[src/design/frustum_cull_test_unit_assert.svh]
`ifndef FRUSTUM_CULL_TEST_UNIT_ASSERT_SVH
`define FRUSTUM_CULL_TEST_UNIT_ASSERT_SVH

// A property that must hold at every rising clock edge outside reset.
`define FCULL_ASSERT(label, clk, rst, prop) \
   label: assert property (@(posedge clk) disable iff (rst) prop) \
      else $error("frustum cull: property violated");

// A condition that must never be true outside reset.
`define FCULL_NEVER(label, clk, rst, expr) \
   label: assert property (@(posedge clk) disable iff (rst) !(expr)) \
      else $error("frustum cull: forbidden condition seen");

`endif

[src/design/fcull_pkg.sv]
package fcull_pkg;

   localparam int COORD_WIDTH = 16;
   localparam int NUM_PLANES  = 6;
   localparam int COEF_WIDTH  = 16;
   localparam int COEF_FRAC   = 14;
   localparam int PLANE_WIDTH = 4 * COEF_WIDTH;
   localparam int CSR_IDX_W   = $clog2(NUM_PLANES);

   localparam int EXT_W  = COORD_WIDTH + 1;
   localparam int PROD_W = COEF_WIDTH + EXT_W;
   localparam int OFF_W  = ((COORD_WIDTH > COEF_WIDTH) ? COORD_WIDTH : COEF_WIDTH) + 1;
   localparam int ACC_W  = ((PROD_W + 2 > OFF_W + COEF_FRAC) ?
                            PROD_W + 2 : OFF_W + COEF_FRAC) + 1;

   localparam int LATENCY = 1 + 2 * NUM_PLANES;

   typedef enum logic [1:0] {
      CMD_POINT  = 2'd0,
      CMD_SPHERE = 2'd1,
      CMD_CBOX   = 2'd2,
      CMD_MMBOX  = 2'd3
   } cmd_type;

   typedef struct packed {
      logic signed [EXT_W-1:0]       lo_x;
      logic signed [EXT_W-1:0]       hi_x;
      logic signed [EXT_W-1:0]       lo_y;
      logic signed [EXT_W-1:0]       hi_y;
      logic signed [EXT_W-1:0]       lo_z;
      logic signed [EXT_W-1:0]       hi_z;
      logic signed [COORD_WIDTH-1:0] bias;
   } query_type;

   typedef struct packed {
      logic valid;
      logic visible;
   } flow_type;

endpackage

[src/design/fcull_front.sv]
module fcull_front (
   input  logic                                    clock,
   input  logic                                    reset,
   input  logic                                    accept,
   input  logic                 [1:0]              cmd,
   input  logic signed [fcull_pkg::COORD_WIDTH-1:0] pos_x,
   input  logic signed [fcull_pkg::COORD_WIDTH-1:0] pos_y,
   input  logic signed [fcull_pkg::COORD_WIDTH-1:0] pos_z,
   input  logic signed [fcull_pkg::COORD_WIDTH-1:0] ext_x,
   input  logic signed [fcull_pkg::COORD_WIDTH-1:0] ext_y,
   input  logic signed [fcull_pkg::COORD_WIDTH-1:0] ext_z,
   output fcull_pkg::flow_type                      flow_out,
   output fcull_pkg::query_type                     q_out
);
   import fcull_pkg::*;

   logic signed [EXT_W-1:0] px, py, pz, ex, ey, ez;
   logic signed [EXT_W-1:0] ax, bx, ay, by, az, bz;
   flow_type  flow_ff, flow_in;
   query_type q_ff, q_in;

   assign px = EXT_W'(pos_x);
   assign py = EXT_W'(pos_y);
   assign pz = EXT_W'(pos_z);
   assign ex = EXT_W'(ext_x);
   assign ey = EXT_W'(ext_y);
   assign ez = EXT_W'(ext_z);

   // The two candidate coordinates per axis; ordering them lets each cell pick
   // the positive vertex from the sign of its coefficient alone.
   always_comb begin
      ax = px;
      bx = px;
      ay = py;
      by = py;
      az = pz;
      bz = pz;
      case (cmd_type'(cmd))
         CMD_CBOX: begin
            ax = px - ex;
            bx = px + ex;
            ay = py - ey;
            by = py + ey;
            az = pz - ez;
            bz = pz + ez;
         end
         CMD_MMBOX: begin
            bx = ex;
            by = ey;
            bz = ez;
         end
         default: begin
         end
      endcase
   end

   always_comb begin
      q_in.lo_x = (ax < bx) ? ax : bx;
      q_in.hi_x = (ax < bx) ? bx : ax;
      q_in.lo_y = (ay < by) ? ay : by;
      q_in.hi_y = (ay < by) ? by : ay;
      q_in.lo_z = (az < bz) ? az : bz;
      q_in.hi_z = (az < bz) ? bz : az;
      q_in.bias = (cmd_type'(cmd) == CMD_SPHERE) ? ext_x : '0;
      flow_in.valid   = accept;
      flow_in.visible = 1'b1;
   end

   always_ff @(posedge clock) begin
      if (reset) begin
         flow_ff <= '0;
      end else begin
         flow_ff <= flow_in;
      end
      q_ff <= q_in;
   end

   assign flow_out = flow_ff;
   assign q_out    = q_ff;

endmodule

[config.mk]
export PLATFORM = sky130hd
export DESIGN_NAME = fcull_front
export DESIGN_NICKNAME = d
export VERILOG_FILES = /design/src/design/frustum_cull_test_unit_assert.svh /design/src/design/fcull_pkg.sv /design/src/design/fcull_front.sv
export SDC_FILE = /design/constraint.sdc
export NUM_CORES = 1
export LEC_CHECK = 0
export ABC_AREA = 1
export BUFFER_PORTS_ARGS = -buffer_cell sky130_fd_sc_hd__buf_2
export CAP_MARGIN = 20
export CORE_ASPECT_RATIO = 0.9
export CORE_MARGIN = 10
export CORE_UTILIZATION = 40
export CTS_BUF_LIST = sky130_fd_sc_hd__clkbuf_8 sky130_fd_sc_hd__clkbuf_16
export DETAILED_ROUTE_END_ITERATION = 12
export PLACE_DENSITY = 0.6
export SKIP_CTS_REPAIR_TIMING = 1
export SYNTH_ARGS = -nofsm -noshare
export SYNTH_HDL_FRONTEND = slang
export SYNTH_SLANG_ARGS = --single-unit
[constraint.sdc]
create_clock -name clock -period 4.9 [get_ports clock]
set_clock_uncertainty 0.05 [all_clocks]
set_input_delay 1.47 -clock clock [delete_from_list [all_inputs] [get_ports clock]]
set_output_delay 1.47 -clock clock [all_outputs]
set_load 0.02 [all_outputs]
==> results_dict.tcl <==
set metrics [dict create \
    initial_core_util_pct 40.6 \
    mostFrequentLayoutCell "nand2_1" \
    drcViolationCount 0 \
    synth_warnings 0 \
    dp_hpwl_microns 36100 \
    total_power_mw 5.27 \
    grt_pass1_wl_microns 68700 \
    portBuffers 220 \
    final_cell_mix "647 x nand2_1, 266 x inv_1, 220 x buf_2, 180 x nand3_1, 153 x nor2_1" \
    rsz0062_at_grt "false" \
    slew_headroom_pct 45.7 \
    status "complete, no violations" \
    overflow 0 \
    p_leak_nw 8.09 \
    fin_crit_sh_pct 93.7 \
    setup_ws_ps 309 \
    area_growth_syn_to_layout_pct 19.5 \
    hold_class "in -> reg" \
    slowest_stage "fa_1" \
    synth_top_area_cell "nand2_1" \
    syn_area_sq_mm 0.0122 \
    finalInstanceArea_sq_mm 0.0145 \
    grt_start_max_net_pins 80 \
    via_per_inst 5.12 \
    cts.clk_slew.worst_paths_ps 60 \
    die_area_sq_mm 0.0378 \
    htree_num_levels 4 \
    drv_slew 0 \
    nNetsFinal 2503 \
    die_w_microns 204 \
    setup_viol 0 \
    synth_cell_types 41 \
    fin_crit_ps 4590 \
    setup_tns_ps 0 \
    cap_viol_max_count 0 \
    antenna_found_initial 5 \
    grt_pass1_vias 12900 \
    numCtsBuffers 17 \
    cp_top_family "simple AND/OR/NAND/NOR gates" \
    tightest_slew_ps 813 \
    crit_path_start_kind "primary input" \
    powerDensity_mw_per_mm2 363 \
    hold_viol 0 \
    layout-drive-gt1-share_pct 15.1 \
    ctsLongestPathBuffers 2 \
    drt_first_pass_iters 5 \
    dpl_cell_area_sq_mm 0.0139 \
    synth_fp_nets 2282 \
    drt_iter0_drc 983 \
    ant_nets 0 \
    synth_top_area_share_pct 20.0 \
    yosysSeqAreaShare_pct 19.7 \
    timing.critical_path.buf_inv 4 \
    routed_wl_microns 44500 \
    post_drt_wl_per_cell_microns 16.6 \
    worstSetupEndpointType "register" \
    synth_seq_cells 120 \
    cts_num_sinks 120 \
    io_pins 221 \
    netlist_instances 2031 \
    vias 13700 \
    routabilityCongestion 0.961 \
    post-place-ws_ps -78.3 \
    num_rows 60 \
    synth_area_leaders "nand2_1 20%, dfxtp_1 20%, ha_1 15%" \
    postSynthAreaPerCell_sq_um 5.99 \
    setup.worst_path.class "in -> reg" \
    crit_arrival_ps 4840 \
    die_y_microns 185 \
    grtUsageTotal_pct 22.8 \
    ir_worst_vdd_mv 0.243 \
    cts_root_buffer "clkbuf_16" \
    core-area_sq_mm 0.0300 \
    cpMostUsedCell "nand2_1" \
    required_ps 5150 \
    cpPeakStageDelay_ps 410 \
    cts_tree "yes" \
    max_freq_mhz 218 \
    path_max_fanout 22 \
]
state kept, by name, summed over array words and instances (netlist names):
signal,cells
flow_out,2
q_out,118
kinds of logic after synthesis:
logic type	after synthesis	synth area share, %
xor+xnor	21	1.51
flops	120	19.7
simple gates	1055	36.0
fa+ha+maj	150	15.8
compound gates	336	14.8
buf+inv	349	12.2
routing by layer:
metal | GRT usage (%) | routed length [microns] | vias up
met5 | 0 | 20 | -
met4 | 6.80 | 861 | 2
met3 | 4.48 | 3040 | 45
met2 | 36.9 | 20100 | 407
met1 | 30.1 | 20400 | 6253
li1 | - | - | 6978
worst paths after layout:
path                  startpoint                   to  slack [ps]  cells after the start
worst max-delay path    pos_z[0]    q_out[18]$_DFF_P_         310                     25
worst min-delay path       reset  flow_out[0]$_DFF_P_        1140                      2
final cells by class:
cell class	count	area, sq um
fill	3268	15400
multi-input combinational	1562	8310
sequential	120	2400
timing repair buffer	282	1670
inverter	269	1010
tap	403	504
clock buffer	17	425
clock inverter	15	214
antenna	4	10.0
stage by stage:
stage,cells,util (%),hold slack [ps]
floorplan,2031,-,1480
global placement,2636,46.3,1580
detailed placement,2636,46.3,1590
CTS,2668,48.4,1130
global route,2671,48.5,1140
finish,2672,48.5,1140
synthesized netlist by cell type (all sizes together):
master  number
xor2        17
nand3b       1
nor3        15
o21ai      139
xnor2        4
buf         64
and2        12
dfxtp      120
nand3      182
nand4       26
nand2      654
o221ai       6
a31o         1
o22ai       15
ha         144
a21o         2
a31oi        6
inv        269
a21oi      141
a21boi      12
o21bai       7
o211ai       2
clkbuf      16
a22oi        2
or2          6
nor4         1
nor2       158
o21a         3
fa           6
where the power goes:
| group | internal (mW) | switching [mW] | total [mW] |
|---|---|---|---|
| Sequential | 1.29 | 0.0706 | 1.36 |
| Combinational | 0.844 | 1.66 | 2.51 |
| Clock | 0.865 | 0.544 | 1.41 |
| Total | 3.00 | 2.28 | 5.27 |
No activity file was read; power rests on OpenSTA's default activity.
