==> src/design/frustum_cull_test_unit_assert.svh <==
`ifndef FRUSTUM_CULL_TEST_UNIT_ASSERT_SVH
`define FRUSTUM_CULL_TEST_UNIT_ASSERT_SVH

// A property that must hold at every rising clock edge outside reset.
`define FCULL_ASSERT(label, clk, rst, prop) \
   label: assert property (@(posedge clk) disable iff (rst) prop) \
      else $error("frustum cull: property violated");

// A condition that must never be true outside reset.
`define FCULL_NEVER(label, clk, rst, expr) \
   label: assert property (@(posedge clk) disable iff (rst) !(expr)) \
      else $error("frustum cull: forbidden condition seen");

`endif

==> src/design/fcull_pkg.sv <==
package fcull_pkg;

   localparam int COORD_WIDTH = 16;
   localparam int NUM_PLANES  = 6;
   localparam int COEF_WIDTH  = 16;
   localparam int COEF_FRAC   = 14;
   localparam int PLANE_WIDTH = 4 * COEF_WIDTH;
   localparam int CSR_IDX_W   = $clog2(NUM_PLANES);

   localparam int EXT_W  = COORD_WIDTH + 1;
   localparam int PROD_W = COEF_WIDTH + EXT_W;
   localparam int OFF_W  = ((COORD_WIDTH > COEF_WIDTH) ? COORD_WIDTH : COEF_WIDTH) + 1;
   localparam int ACC_W  = ((PROD_W + 2 > OFF_W + COEF_FRAC) ?
                            PROD_W + 2 : OFF_W + COEF_FRAC) + 1;

   localparam int LATENCY = 1 + 2 * NUM_PLANES;

   typedef enum logic [1:0] {
      CMD_POINT  = 2'd0,
      CMD_SPHERE = 2'd1,
      CMD_CBOX   = 2'd2,
      CMD_MMBOX  = 2'd3
   } cmd_type;

   typedef struct packed {
      logic signed [EXT_W-1:0]       lo_x;
      logic signed [EXT_W-1:0]       hi_x;
      logic signed [EXT_W-1:0]       lo_y;
      logic signed [EXT_W-1:0]       hi_y;
      logic signed [EXT_W-1:0]       lo_z;
      logic signed [EXT_W-1:0]       hi_z;
      logic signed [COORD_WIDTH-1:0] bias;
   } query_type;

   typedef struct packed {
      logic valid;
      logic visible;
   } flow_type;

endpackage

==> src/design/fcull_cell.sv <==
module fcull_cell (
   input  logic                                 clock,
   input  logic                                 reset,
   input  logic                                 plane_we,
   input  logic [fcull_pkg::PLANE_WIDTH-1:0]    plane_data,
   input  fcull_pkg::flow_type                  flow_in,
   input  fcull_pkg::query_type                 q_in,
   output fcull_pkg::flow_type                  flow_out,
   output fcull_pkg::query_type                 q_out
);
   import fcull_pkg::*;

   `include "frustum_cull_test_unit_assert.svh"

   logic [PLANE_WIDTH-1:0]         plane_ff, plane_in;
   logic signed [COEF_WIDTH-1:0]   coef_a, coef_b, coef_c, coef_d;
   logic signed [EXT_W-1:0]        sel_x, sel_y, sel_z;
   logic signed [PROD_W-1:0]       prod_x_ff, prod_x_in;
   logic signed [PROD_W-1:0]       prod_y_ff, prod_y_in;
   logic signed [PROD_W-1:0]       prod_z_ff, prod_z_in;
   logic signed [OFF_W-1:0]        off_ff, off_in;
   logic signed [ACC_W-1:0]        acc;
   flow_type                       mid_flow_ff, out_flow_ff, out_flow_in;
   query_type                      mid_q_ff, out_q_ff;

   assign plane_in = plane_we ? plane_data : plane_ff;

   assign coef_a = plane_ff[COEF_WIDTH-1:0];
   assign coef_b = plane_ff[2*COEF_WIDTH-1:COEF_WIDTH];
   assign coef_c = plane_ff[3*COEF_WIDTH-1:2*COEF_WIDTH];
   assign coef_d = plane_ff[4*COEF_WIDTH-1:3*COEF_WIDTH];

   // Positive vertex: the larger product takes the maximum for a non-negative
   // coefficient and the minimum otherwise.
   assign sel_x = coef_a[COEF_WIDTH-1] ? q_in.lo_x : q_in.hi_x;
   assign sel_y = coef_b[COEF_WIDTH-1] ? q_in.lo_y : q_in.hi_y;
   assign sel_z = coef_c[COEF_WIDTH-1] ? q_in.lo_z : q_in.hi_z;

   assign prod_x_in = PROD_W'(coef_a) * PROD_W'(sel_x);
   assign prod_y_in = PROD_W'(coef_b) * PROD_W'(sel_y);
   assign prod_z_in = PROD_W'(coef_c) * PROD_W'(sel_z);
   assign off_in    = OFF_W'(coef_d) + OFF_W'(q_in.bias);

   // The sphere radius is folded into the offset, so every query kind is
   // culled by a negative sum.
   assign acc = ACC_W'(prod_x_ff) + ACC_W'(prod_y_ff) + ACC_W'(prod_z_ff)
              + (ACC_W'(off_ff) <<< COEF_FRAC);

   always_comb begin
      out_flow_in.valid   = mid_flow_ff.valid;
      out_flow_in.visible = mid_flow_ff.visible & ~acc[ACC_W-1];
   end

   always_ff @(posedge clock) begin
      if (reset) begin
         plane_ff    <= '0;
         mid_flow_ff <= '0;
         out_flow_ff <= '0;
      end else begin
         plane_ff    <= plane_in;
         mid_flow_ff <= flow_in;
         out_flow_ff <= out_flow_in;
      end
      prod_x_ff <= prod_x_in;
      prod_y_ff <= prod_y_in;
      prod_z_ff <= prod_z_in;
      off_ff    <= off_in;
      mid_q_ff  <= q_in;
      out_q_ff  <= mid_q_ff;
   end

   assign flow_out = out_flow_ff;
   assign q_out    = out_q_ff;

   `FCULL_ASSERT(a_cell_valid_delay, clock, reset,
                 (flow_out.valid == $past(flow_in.valid, 2)))
   `FCULL_NEVER(a_cell_culled_stays, clock, reset,
                ($past(flow_in.valid && !flow_in.visible, 2) && flow_out.visible))

endmodule

==> config.mk <==
export PLATFORM = sky130hd
export DESIGN_NAME = fcull_cell
export DESIGN_NICKNAME = d
export VERILOG_FILES = /design/src/design/fcull_pkg.sv /design/src/design/fcull_cell.sv
export VERILOG_INCLUDE_DIRS = /design/src /design/src/design
export SDC_FILE = /design/constraint.sdc
export NUM_CORES = 2
export LEC_CHECK = 0
export BUFFER_PORTS_ARGS = -buffer_cell sky130_fd_sc_hd__buf_2
export CAP_MARGIN = 20
export CORE_ASPECT_RATIO = 1.5
export CORE_MARGIN = 2
export CORE_UTILIZATION = 30
export CTS_CLUSTER_DIAMETER = 150
export DETAILED_ROUTE_END_ITERATION = 10
export SYNTH_ARGS = -nofsm -noshare
export SYNTH_HDL_FRONTEND = slang
export SYNTH_SLANG_ARGS = --single-unit
==> constraint.sdc <==
create_clock -name clock -period 18.68 [get_ports clock]
set_input_delay 3.736 -clock clock [delete_from_list [all_inputs] [get_ports clock]]
set_output_delay 3.736 -clock clock [all_outputs]
set_load 0.005 [all_outputs]
==> key figures <==
Synthesis
  – Cell Area, Synth: 43700 sq um
  – Yosys top cell area share: 40.3%
  – Cells after Synth: 4310
  – Seq/Total Area, Yosys: 19.2%
  – Ys Warns: 0
  – Syn nets: 5691
  – Synth area leader: fa_1
  – Mapped Avg Cell Area: 10.1 sq um
  – Post-synth EDFFs: 0
  – Top cells by area, synth: fa_1 (40%), dfxtp_1 (19%), ha_1 (9.0%)
  – Post-synth cell types: 79
  – Post-synth top flop: dfxtp_1
  – Asr flop ratio synth: 0%
  – Yosys reg bits: 420

Critical path
  – Crit start category: primary input
  – Critical path arrival: 10.22 ns
  – R2R Setup Slk: 11.17 ns
  – Crit Path Class: primary input to flip-flop
  – Worst-path cell chain: buf_2 -> mux2_2 -> nand2_1 -> inv_1 -> fa_1 -> fa_1 -> fa_1 -> fa_1 -> fa_1 -> inv_1 -> fa_1 -> inv_1 -> ha_1 -> nand4_1 -> nor3_1 -> inv_1 -> o311a_2 -> a211oi_4 -> a2111oi_2 -> o21bai_1 -> a21oi_1 -> xnor2_1
  – Largest incremental delay on the critical path: 0.88 ns
  – CP max stage cell: fa_1
  – CP max FO: 15
  – Top cell by count, worst path: fa_1
  – Crit path capture type: flip-flop
  – WP data required: 19.18 ns

Route
  – Starting DRT DRC Count: 1011
  – # DRC: 0
  – Wire length per cell: 16.8 um
  – Via count: 28900
  – Drt total wl: 109000 um
  – Vias per inst: 4.46
  – Router iterations before antenna repair: 5
  – Post-DRT Antenna Nets: 0

Floorplan
  – Core Rows: 171
  – Number of I/O pins: 307
  – Die area: 149000 sq um
  – Initial Util: 30.2%
  – Core area: 145000 sq um
  – Die width: 316 um
  – Die Y: 471 um

Clocking
  – Clock Sinks: 420
  – Root buf cell: clkbuf_16
  – Post-cts sizing count: 0
  – Clock Latency Late Sink: 0.65 ns
  – TritonCTS clock tree: done
  – CTS Buf Count: 46
  – Postcts setup bufs: 0
  – Clock Path Buffers: 3
  – CTS clk-pin slew, worst paths: 0.07 ns
  – Hold buffers post-CTS: 0
  – H-tree lvl count: 2

Finish
  – Layout area overhead: 11.6%
  – Final Core Density: 33.7%
  – Layout Nets: 5918
  – Non-Filler Instances: 6478
  – Commonest non-fill, non-tap cell in the layout: inv_1
  – Share of layout cells above drive strength 1: 10.5%
  – Most frequent cells in the layout: inv_1 (945), fa_1 (881), dfxtp_1 (420)

Global routing
  – Largest net degree at the start of global routing: 69
  – Vias in the first global route: 32600
  – Global-route wire length before repair: 174000 um
  – Total grt overflow: 0
  – Initial antenna violation count: 16
  – Gr usage total: 15.1%

Timing
  – Final Hold Viols: 0
  – Relative slew margins: 26.8%
  – Max Fclk: 103 MHz
  – RSZ-0062 raised after global routing: no
  – Final worst slack: 8.96 ns
  – Final setup vio count: 0
  – Setup TNS: 0 ns
  – Period utilisation layout: 52.0%
  – Clk_skew: 0.0434 ns
  – Tmin final: 9.72 ns
  – Final Max Slew Viols: 0
  – Worst-margin pin slew: 1.10 ns

Power
  – Tot Pwr: 0.00643 W
  – Power Dens Cells: 132 nW/um^2
  – Leakage: 24.0 nW
  – Peak supply drop: 0.0989 mV

Place
  – Place WS: 8.30 ns
  – GP Congestion: 0.863
  – Placed Instances: 6392
  – Post-DP HPWL: 91100 um
  – IO Port Bufs: 306

Outcome
  – Outcome: complete, no violations

Flow run
  – Max_cap viols: 0

Worst hold path
  – Class of the worst hold path: flip-flop to flip-flop
[synth_stat cells, types with 3 or more instances]
cell type and n:
nand4_1 8, o21ai_1 5, mux2i_1 67, o31ai_1 3, nand2_1 405, a31o_2 3, or4_1 3, nor3_1 10
ha_1 313, inv_1 945, a2111oi_0 8, a211oi_1 13, o211ai_1 6, and3_1 10, o21ai_0 47, a21o_1 40
buf_1 10, a21oi_2 3, o21a_1 18, nand3_1 23, xnor2_1 93, and2_1 360, o21bai_1 14, fa_1 881
xor2_1 23, dfxtp_1 420, clkbuf_1 129, a211o_1 6, nor4_1 5, nor3_2 3, buf_2 3, nor2b_1 48
mux2_2 48, nand2b_1 39, nor2_1 164, a31oi_1 9, a21oi_1 73, a2111oi_2 3, nor3b_1 3
[registers in the layout (all words and copies together) (netlist names)]
name,cells
mid_flow_ff,2
prod_z_ff,33
prod_y_ff,33
flow_out,2
prod_x_ff,33
plane_ff,64
q_out,118
off_ff,17
mid_q_ff,118
[path summary, 6_finish.rpt]
kind | start | endpoint | cells past startpoint
worst max-delay path | q_in[49] | prod_z_ff[32] | 22
worst min-delay path | mid_q_ff[100] | q_out[100] | 0
worst max register to register | plane_ff[31] | prod_y_ff[32] | 21
worst min register to register | mid_q_ff[100] | q_out[100] | 0
[routing by layer]
| layer | global-route usage [%] | wire length, um | up-vias |
|---|---|---|---|
| li1 | - | - | 13300 |
| met1 | 16.3 | 40200 | 14700 |
| met2 | 28.1 | 58100 | 585 |
| met3 | 2.11 | 4260 | 244 |
| met4 | 8.16 | 6310 | 12 |
| met5 | 0 | 63 | - |
[layout make-up]
class	count	area, sq um
Multi-Input combinational cell	2802	31200
Timing Repair Buffer	322	1660
Clock buffer	56	1240
Fill cell	14900	95900
Clock inverter	28	329
Antenna cell	2	5.00
Tap cell	1903	2380
Inverter	945	3550
Sequential cell	420	8410
[critical path, delay by kind of cell]
family / cells / cell delay (ns)
multiplexers: 1 / 0.38
buffers and inverters: 5 / 0.38
AND/OR/NAND/NOR: 3 / 0.62
AO/OA/AOI/OAI: 5 / 1.06
adder cells (fa/ha/maj): 7 / 3.89
XOR/XNOR: 1 / 0.13
[cells by family after synthesis]
kind of cell	Yosys count	synth area share, %
xor+xnor	116	2.32
buf+inv	1088	9.35
mux	115	2.77
compound gates	279	4.47
flops	420	19.2
fa+ha+maj	1194	49.3
simple gates	1098	12.5
[stage by stage]
step	area, sq um	hold slack [ns]
after floorplan	43700	0.310
after global placement	47200	0.310
after detailed placement	47200	0.312
after CTS	48800	0.316
after global routing	48800	0.329
final	48800	0.323
[power by group]
| group | internal, W | total, W | switching, W |
|---|---|---|---|
| sequential | 0.00108 | 0.00124 | 0.000155 |
| clock | 0.000528 | 0.000959 | 0.000431 |
| combinational | 0.00183 | 0.00423 | 0.00240 |
| total | 0.00344 | 0.00643 | 0.00299 |
No activity file was read; power rests on OpenSTA's default activity.
